$ cat src/sv/hrbn_pkg.sv
// ----------------------------------------------------------------------------
// Held random binary noise generator: shared package
// Current width, configuration register indexes, the configuration bundle and
// the xorshift32 step function.
// ----------------------------------------------------------------------------
`default_nettype none

package hrbn_pkg;

  // Width of the signed Q3.12 current words.
  localparam int CURRENT_WIDTH = 16;

  // Largest positive current, zero-extended to 32 bits for amplitude capping.
  localparam logic [31:0] CUR_MAX_U = 32'((64'd1 << (CURRENT_WIDTH - 1)) - 64'd1);

  // Unity filter coefficient in Q1.16.
  localparam logic [16:0] ALPHA_ONE = 17'h10000;

  // Register reset values.
  localparam logic [31:0] FALLBACK_SEED_RESET   = 32'd2463534242;
  localparam logic [14:0] AMPLITUDE_LIMIT_RESET = 15'd32767;

  // Generator shift distances.
  localparam int SHIFT_A = 13;
  localparam int SHIFT_B = 17;
  localparam int SHIFT_C = 5;

  // Configuration register indexes.
  typedef enum logic [2:0] {
    REG_NOISE_ENABLE    = 3'd0,
    REG_NOISE_AMPLITUDE = 3'd1,
    REG_AMPLITUDE_LIMIT = 3'd2,
    REG_NOISE_SEED      = 3'd3,
    REG_FALLBACK_SEED   = 3'd4,
    REG_HOLD_TICKS      = 3'd5,
    REG_FILTER_ALPHA    = 3'd6
  } cfg_reg_t;

  // Configuration register contents as seen by the datapath.
  typedef struct packed {
    logic        noise_enable;
    logic [14:0] noise_amplitude;
    logic [14:0] amplitude_limit;
    logic [31:0] noise_seed;
    logic [31:0] fallback_seed;
    logic [15:0] hold_ticks;
    logic [16:0] filter_alpha;
  } cfg_t;

  // One xorshift32 step.
  function automatic logic [31:0] xorshift32(input logic [31:0] s);
    logic [31:0] x1;
    logic [31:0] x2;
    x1 = s ^ (s << SHIFT_A);
    x2 = x1 ^ (x1 >> SHIFT_B);
    return x2 ^ (x2 << SHIFT_C);
  endfunction

endpackage

`default_nettype wire

$ cat src/sv/hrbn_cfg_regs.sv
// ----------------------------------------------------------------------------
// Held random binary noise generator: configuration registers
// Decodes configuration write transactions into the register bundle.
// ----------------------------------------------------------------------------
`default_nettype none

module hrbn_cfg_regs (
  input  wire logic             clk,
  input  wire logic             rst,
  input  wire logic             cfg_valid,
  input  wire logic [2:0]       cfg_index,
  input  wire logic [31:0]      cfg_data,
  output hrbn_pkg::cfg_t        cfg
);

  // Register file; writes to unused indexes are ignored.
  always_ff @(posedge clk) begin
    if (rst) begin
      cfg.noise_enable    <= 1'b0;
      cfg.noise_amplitude <= '0;
      cfg.amplitude_limit <= hrbn_pkg::AMPLITUDE_LIMIT_RESET;
      cfg.noise_seed      <= '0;
      cfg.fallback_seed   <= hrbn_pkg::FALLBACK_SEED_RESET;
      cfg.hold_ticks      <= '0;
      cfg.filter_alpha    <= hrbn_pkg::ALPHA_ONE;
    end else if (cfg_valid) begin
      unique case (cfg_index)
        hrbn_pkg::REG_NOISE_ENABLE:    cfg.noise_enable    <= cfg_data[0];
        hrbn_pkg::REG_NOISE_AMPLITUDE: cfg.noise_amplitude <= cfg_data[14:0];
        hrbn_pkg::REG_AMPLITUDE_LIMIT: cfg.amplitude_limit <= cfg_data[14:0];
        hrbn_pkg::REG_NOISE_SEED:      cfg.noise_seed      <= cfg_data;
        hrbn_pkg::REG_FALLBACK_SEED:   cfg.fallback_seed   <= cfg_data;
        hrbn_pkg::REG_HOLD_TICKS:      cfg.hold_ticks      <= cfg_data[15:0];
        hrbn_pkg::REG_FILTER_ALPHA:    cfg.filter_alpha    <= cfg_data[16:0];
        default: begin
        end
      endcase
    end
  end

endmodule

`default_nettype wire

$ cat config.mk
export PLATFORM = sky130hd
export DESIGN_NAME = hrbn_cfg_regs
export DESIGN_NICKNAME = d
export VERILOG_FILES = /design/src/sv/hrbn_pkg.sv /design/src/sv/hrbn_cfg_regs.sv
export SDC_FILE = /design/constraint.sdc
export NUM_CORES = 1
export LEC_CHECK = 0
export BUFFER_PORTS_ARGS = -buffer_cell sky130_fd_sc_hd__clkbuf_2
export CORE_MARGIN = 2
export CORE_UTILIZATION = 42
export DETAILED_ROUTE_END_ITERATION = 8
export PLACE_DENSITY = 0.82
export SLEW_MARGIN = 20
export SYNTH_ARGS = -nofsm -noshare
export SYNTH_HDL_FRONTEND = slang
export SYNTH_SLANG_ARGS = --single-unit
$ cat constraint.sdc
create_clock -name clk -period 0.8 [get_ports clk]
set_input_delay 0.08 -clock clk [delete_from_list [all_inputs] [get_ports clk]]
set_output_delay 0.08 -clock clk [all_outputs]
set_load 0.02 [all_outputs]
**Word-level counts from Yosys, hierarchy flattened**

Cells that the tools add are included.

- Reductions and logical operators: 8
- Equality and inequality tests: 6

Operators with widths:

| cell | count |
|---|---|
| $reduce_and 2->1 | 7 |
| $eq 3x3->1 const B | 3 |
| $eq 3x2->1 const B | 2 |
| $eq 3x1->1 const B | 1 |
| $logic_not 3->1 | 1 |

- Output and inout port bits: 128
- Flip-flop bits (word level): 128
- Word-level logic and storage cells: 21
- Bits of input ports: 38

**Longest topological paths before layout**

Gate-level depths: netlist of the first run.

- Depth in word-level cells: 2
- Gate-level depth with buffers: 5
- Depth with buffers taken out: 2

**Least setup slack after synthesis of the first run**

OpenSTA, ideal clock, no wires.

- Kind: input to register
- Start: input cfg_index[2]
- End: register cfg[102] (netlist bit)
- Setup time: 72 ps
- Path buffers: 2
- Path slack: -33 ps
- Stages: 4
- Arrival time: 762 ps
- Cell sequence: and4bb_1 > buf_6 > buf_12 > mux2i_1

- Longest elaborated chain between the ends: 2

Ends and longest elaborated chain:

| element | line | text |
|---|---|---|
| start: declaration | hrbn_cfg_regs.sv:11 | `input wire logic [2:0] cfg_index,` |
| $eq 3x2->1 | hrbn_cfg_regs.sv:27 | `unique case (cfg_index)` |
| $reduce_and 2->1 (no source line) | -- |  |
| end: declaration | hrbn_cfg_regs.sv:13 | `output hrbn_pkg::cfg_t cfg` |

No other way between the ends.
A chain may end at the register's enable or synchronous reset.

**Final worst setup path of the first run**

- Start: register cfg[92] (netlist bit)
- End: output cfg[92] (netlist bit)

No word-level cell between the ends.

==> run metrics, run 1 <==
antenna violations before repair 1; clk root buf clkbuf_16; PortBufs roughly 170; Max Clk Rate 1.002 GHz; CP peak stage delay 380 ps; GR Util All Layers 0.2567; EDFF count, synth 0; Initial DRC Count about 290; # nets final between 700 and 800; largest cells by area after synthesis dfxtp_1 (49%), mux2i_1 (25%), nand2b_1 (16%), nor2_1 (4.0%), buf_6 (1.7%); first-pass GRT wire length approximately 26,000 um; VDD IR max 0.001173 V; Top reg by flops cfg; HPWL reported at the end of detailed placement 9332 um; Power per Cell Area between 1500 and 2000 mW/mm2; Post-Syn Area 0.005189 mm2; CP Capture Type primary output; PnR Total Power about 17 mW; # IOs ~170; multi-input combinational cell area 0.002481 mm2; Post-route DRC 0; Synth top area share 0.4939; top cells by count, synth nand2b_1 (130), dfxtp_1 (128), mux2i_1 (128), nor2_1 (55), clkbuf_1 (13); max_slew headroom 0.7556; Yosys reg bits 128; synth-to-layout area growth 79.67%; Async SR Flop Fraction 0; CP Max Fanout 2; Core Rows 40; Max Slew Vio Count 0; final setup skew 0 ps; vias in the first global route 4,995; WP buf/inv 1; kind of critical path reg2out; Data arrival, critical path just over 900 ps; crit-path leading delay family flip-flops; leakage 4.259 nW; fin crit share 1.248; post-DR wirelength/cell about 20 um; max reg flops around 130; TNS Setup -20,250 ps; Final Hold Viols 0; CP Launch Type flip-flop; Final Wtd Congestion 0.7639; share of cells above drive strength 1 0.5673; biggest regs cfg: 128 flops; Layout Cells excl Fill approximately 910; DIE HEIGHT ~120 um; failing checks negative setup slack; worst-skew pair later-pin latency a little over 400 ps; Post-Syn Nets approximately 520; most common cell in the netlist nand2b_1; layout filler cell count approximately 650; DP Area ~0.0063 mm2; largest net degree at the start of global routing 45; Unique masters post-synth 15; YS warnings 0; clock-pin slew on the worst setup and hold paths about 70 ps; Die X between 100 and 150 um; clk buf depth 2; Syn Area/Cell ~11 um2; via count 4,626; post-route design area between 0.009 and 0.01 mm2; Core Region between 0.01 and 0.015 mm2; RSZ-0062 raised after global routing yes; First-pass DRT Iterations 4; status finished, violations left; Placed Cells 784; Slew @ Worst Pin around 360 ps; Initial Util 0.4320; die area roughly 0.013 mm2; Worst EP required between 700 and 800 ps; ys flop type dfxtp_1; final wirelength 18,250 um; total CTS buffers 17; ANT nets after route 0; Overflow after GRT 0; HP Class in2reg; via/cell ratio around 5.1; final worst-path setup slack -198.5 ps; TritonCTS clock tree built; Synth area leader dfxtp_1; Slowest cell on crit path dfxtp_2; max cap viols 0; critical-path cell list buf_8; register area roughly 0.0027 mm2; clock sinks around 130; H-tree Lvls 4; post-synthesis cell count roughly 490; final critical-path required period 998.5 ps; post-synthesis sequential area ratio 0.4939; Setup Viol. Count Final between 100 and 150
cells in the final DEF, fill, tap and decap left out, drive strengths merged:
master | netlist | final
clkinvlp | 0 | 4
nor2 | 55 | 55
dlygate4sd3 | 0 | 31
nand4bb | 2 | 2
dfxtp | 128 | 128
clkbuf | 13 | 59
nand4b | 2 | 2
nand2b | 130 | 130
buf | 23 | 217
and4b | 1 | 1
mux2i | 128 | 128
and4bb | 2 | 2
diode | 0 | 1
bufinv | 0 | 3
nor4b | 1 | 1
clkinv | 0 | 2
per-layer routing:
layer / part of all wire / global-route usage
met1: 0.38 / 0.2657
met2: 0.53 / 0.4620
met3: 0.049 / 0.07644
met4: 0.037 / 0.1446
met5: 0 / 0
area by class of cell:
cell class	instances	area share
well taps	147	0.01973
clock inverters	9	0.01396
clock buffers	23	0.05234
multi-input cells	321	0.2661
diodes	1	0.0002684
repair buffers	284	0.3547
flip-flops and latches	128	0.2928
worst paths after layout:
path / startpoint / endpoint / slack (ps) / cells after the start
worst max-delay path: cfg[92] / cfg[92] / -200 / 1
worst min-delay path: cfg_index[0] / cfg[127] / 70 / 3
worst max register to register: cfg[53] / cfg[53] / -70 / 4
worst min register to register: cfg[114] / cfg[114] / 490 / 2
power by group:
group / internal (mW) / switching (mW)
clock network: 5.23 / 2.99
logic: 1.02 / 0.816
registers: 6.54 / 0.147
total: 12.8 / 3.96
metrics by stage:
step / util / hold WS, ps / worst slack (ps)
after floorplan: - / 235.3 / -33.17
after global placement: 0.5246 / 338.9 / -198.8
after detailed placement: 0.5246 / 349.9 / -263.0
after CTS: 0.7298 / 9.862 / -217.3
after global routing: 0.7761 / 75.47 / -222.3
final: 0.7761 / 72.92 / -198.5
logic make-up after synthesis:
logic type    after synthesis  share of synthesized area
simple gates              193                     0.2127
buf+inv                    36                    0.04654
mux                       128                     0.2469
flops                     128                     0.4939
repair_timing:
item | 4_1_cts | 5_1_grt
endpoints found under the setup margin | 128 | 164
setup buffers | 34 | 41
hold buffers | 31 | 0
pin swaps | 0 | 1
hold endpoints to repair | 51 | 0
resized for setup | 379 | 168
No activity file was read; power rests on OpenSTA's default activity.
==> inputs of run 2 (changes only) <==
--- a/config.mk
+++ b/config.mk
@@ -6,10 +6,11 @@
 export NUM_CORES = 1
 export LEC_CHECK = 0
 export BUFFER_PORTS_ARGS = -buffer_cell sky130_fd_sc_hd__clkbuf_2
+export CAP_MARGIN = 20
 export CORE_MARGIN = 2
 export CORE_UTILIZATION = 42
 export DETAILED_ROUTE_END_ITERATION = 8
-export PLACE_DENSITY = 0.82
+export PLACE_DENSITY = 0.74
 export SLEW_MARGIN = 20
 export SYNTH_ARGS = -nofsm -noshare
 export SYNTH_HDL_FRONTEND = slang
==> run 2 against run 1 <==
Net effect:
- the flow still finishes with violations (negative setup slack)
- cell count shrank 1.4%
- total power shrank 5.7%
- critical path depth is the same
- largest cell class unchanged
- critical path type unchanged
- largest power group unchanged
==> run metrics, run 2 (synthesis gave the netlist of run 1 again) <==
# nets final 778; HPWL reported at the end of detailed placement 9128 um; leakage 4.174 nW; CP Capture Type primary output; via count between 4,000 and 5,000; PortBufs between 150 and 200; Initial Util 0.4320; Core Region 0.01201 mm2; Worst EP required 720 ps; failing checks negative setup slack; layout filler cell count around 700; vias in the first global route 4,496; Slowest cell on crit path dfxtp_2; first-pass GRT wire length around 23,000 um; final setup skew 0 ps; kind of critical path reg2out; ANT nets after route 0; CP Launch Type flip-flop; clk root buf clkbuf_16; final critical-path required period between 900 and 1000 ps; final worst-path setup slack -174.7 ps; Data arrival, critical path 890 ps; post-route design area ~0.0091 mm2; flop2flop setup slack -20 ps; antenna violations before repair 0; PnR Total Power roughly 16 mW; Initial DRC Count roughly 210; CP Max Fanout 2; Core Rows 40; Power per Cell Area between 1500 and 2000 mW/mm2; DIE HEIGHT 115.2 um; biggest regs cfg: 128 flops; pre-CTS setup slack -290.7 ps; post-DR wirelength/cell 18.14 um; clock sinks between 100 and 150; critical-path cell list buf_8; TNS Setup -18,640 ps; VDD IR max 0.0009928 V; final wirelength between 15,000 and 20,000 um; worst-skew pair later-pin latency about 400 ps; Final Hold Viols 0; max cap viols 0; Overflow after GRT 0; share of cells above drive strength 1 0.5551; via/cell ratio about 5; most frequent cells in the layout buf_8 (128), mux2i_1 (127), dfxtp_2 (127), nand2b_1 (116), buf_4 (61); TritonCTS clock tree built; synth-to-layout area growth 75.74%; most common library cell in the layout ignoring fill and taps buf_8; WP buf/inv 1; H-tree Lvls 4; Max Clk Rate 1.026 GHz; clk buf depth 2; Setup Viol. Count Final around 130; Slew @ Worst Pin 334.0 ps; Post-route DRC 0; Diodes inserted 0; GR Util All Layers 0.2300; Final Wtd Congestion 0.7624; total CTS buffers 17; die area 0.01326 mm2; Max Slew Vio Count 0; max_slew headroom 0.7742; crit-path leading delay family flip-flops; First-pass DRT Iterations 4; Top reg by flops cfg; Die X 115.2 um; status finished, violations left; DP Area approximately 0.0063 mm2; fin crit share 1.218; # IOs ~170; largest net degree at the start of global routing 61; HP Class in2reg; CP peak stage delay between 300 and 400 ps; clock-pin slew on the worst setup and hold paths 60 ps; RSZ-0062 raised after global routing yes; max reg flops around 130
## run 2: cell count changes in the layout (fill, tap and decap cells not counted), moves of 2 or more
cell        before  now
dfxtp_4          3    1
nor2_2           3    0
clkinv_2         2    4
clkinvlp_4       4    1
buf_4           59   61
dfxtp_2        125  127
nor2_1          52   54
nand2b_2         9    5
buf_6           17    4
clkinv_4         0    3
nand2b_1       113  116
bufinv_16        3    1
## run 2: final timing paths
kind	startpoint	to	cells past startpoint
worst max-delay path	cfg[77]	cfg[77]	1
worst min-delay path	cfg_data[4]	cfg[101]	3
worst max register to register	cfg[30]	cfg[30]	4
worst min register to register	cfg[79]	cfg[79]	2
## run 2: repair_timing
item | 4_1_cts | 5_1_grt
endpoints found under the setup margin | 128 | 151
hold buffers | 30 | 0
buffers inserted | 9 | 46
endpoints found under the hold margin | 48 | 0
pin swaps | 0 | 1
gates resized for setup | 383 | 150
cloned | 0 | 0
## run 2: report_power, final
part / leakage, nW / total (mW) / switching (mW) / internal (mW)
clock: 0.277 / 7.33 / 2.82 / 4.51
combinational: 2.83 / 1.78 / 0.784 / 0.991
sequential: 1.07 / 6.69 / 0.139 / 6.55
total: 4.17 / 15.8 / 3.74 / 12.1
## run 2: per-layer routing
| metal | up-vias | track usage | routed length, um |
|---|---|---|---|
| li1 | 2115 | - | - |
| met1 | 2127 | 0.2586 | 6381 |
| met2 | 149 | 0.4063 | 8565 |
| met3 | 37 | 0.07011 | 879 |
| met4 | 0 | 0.09237 | 499 |
| met5 | - | 0 | 0 |
## run 2: final cells by class
type,count,area [um2],area share
Timing Repair Buffer,272,3166,0.3471
Sequential cell,128,2725,0.2988
Multi-Input combinational cell,321,2482,0.2722
Clock buffer,23,478.0,0.05241
Tap cell,147,183.9,0.02017
Clock inverter,9,83.83,0.009193
## run 2: tightest hold or removal path: cells and delay by family
| family | cells | cell delay (ps) |
|---|---|---|
| buf+inv | 1 | 110 |
| mux | 1 | 80 |
| simple gates | 1 | 100 |
## run 2: per-stage QoR
stage | hold WS (ps) | util | cells
2_1_floorplan | 235.3 | - | 485
3_3_place_gp | 341.2 | 0.5246 | 784
3_5_place_dp | 353.2 | 0.5246 | 784
4_1_cts | 5.309 | 0.7086 | 855
5_1_grt | 20.99 | 0.7592 | 900
6_report | 7.186 | 0.7592 | 900
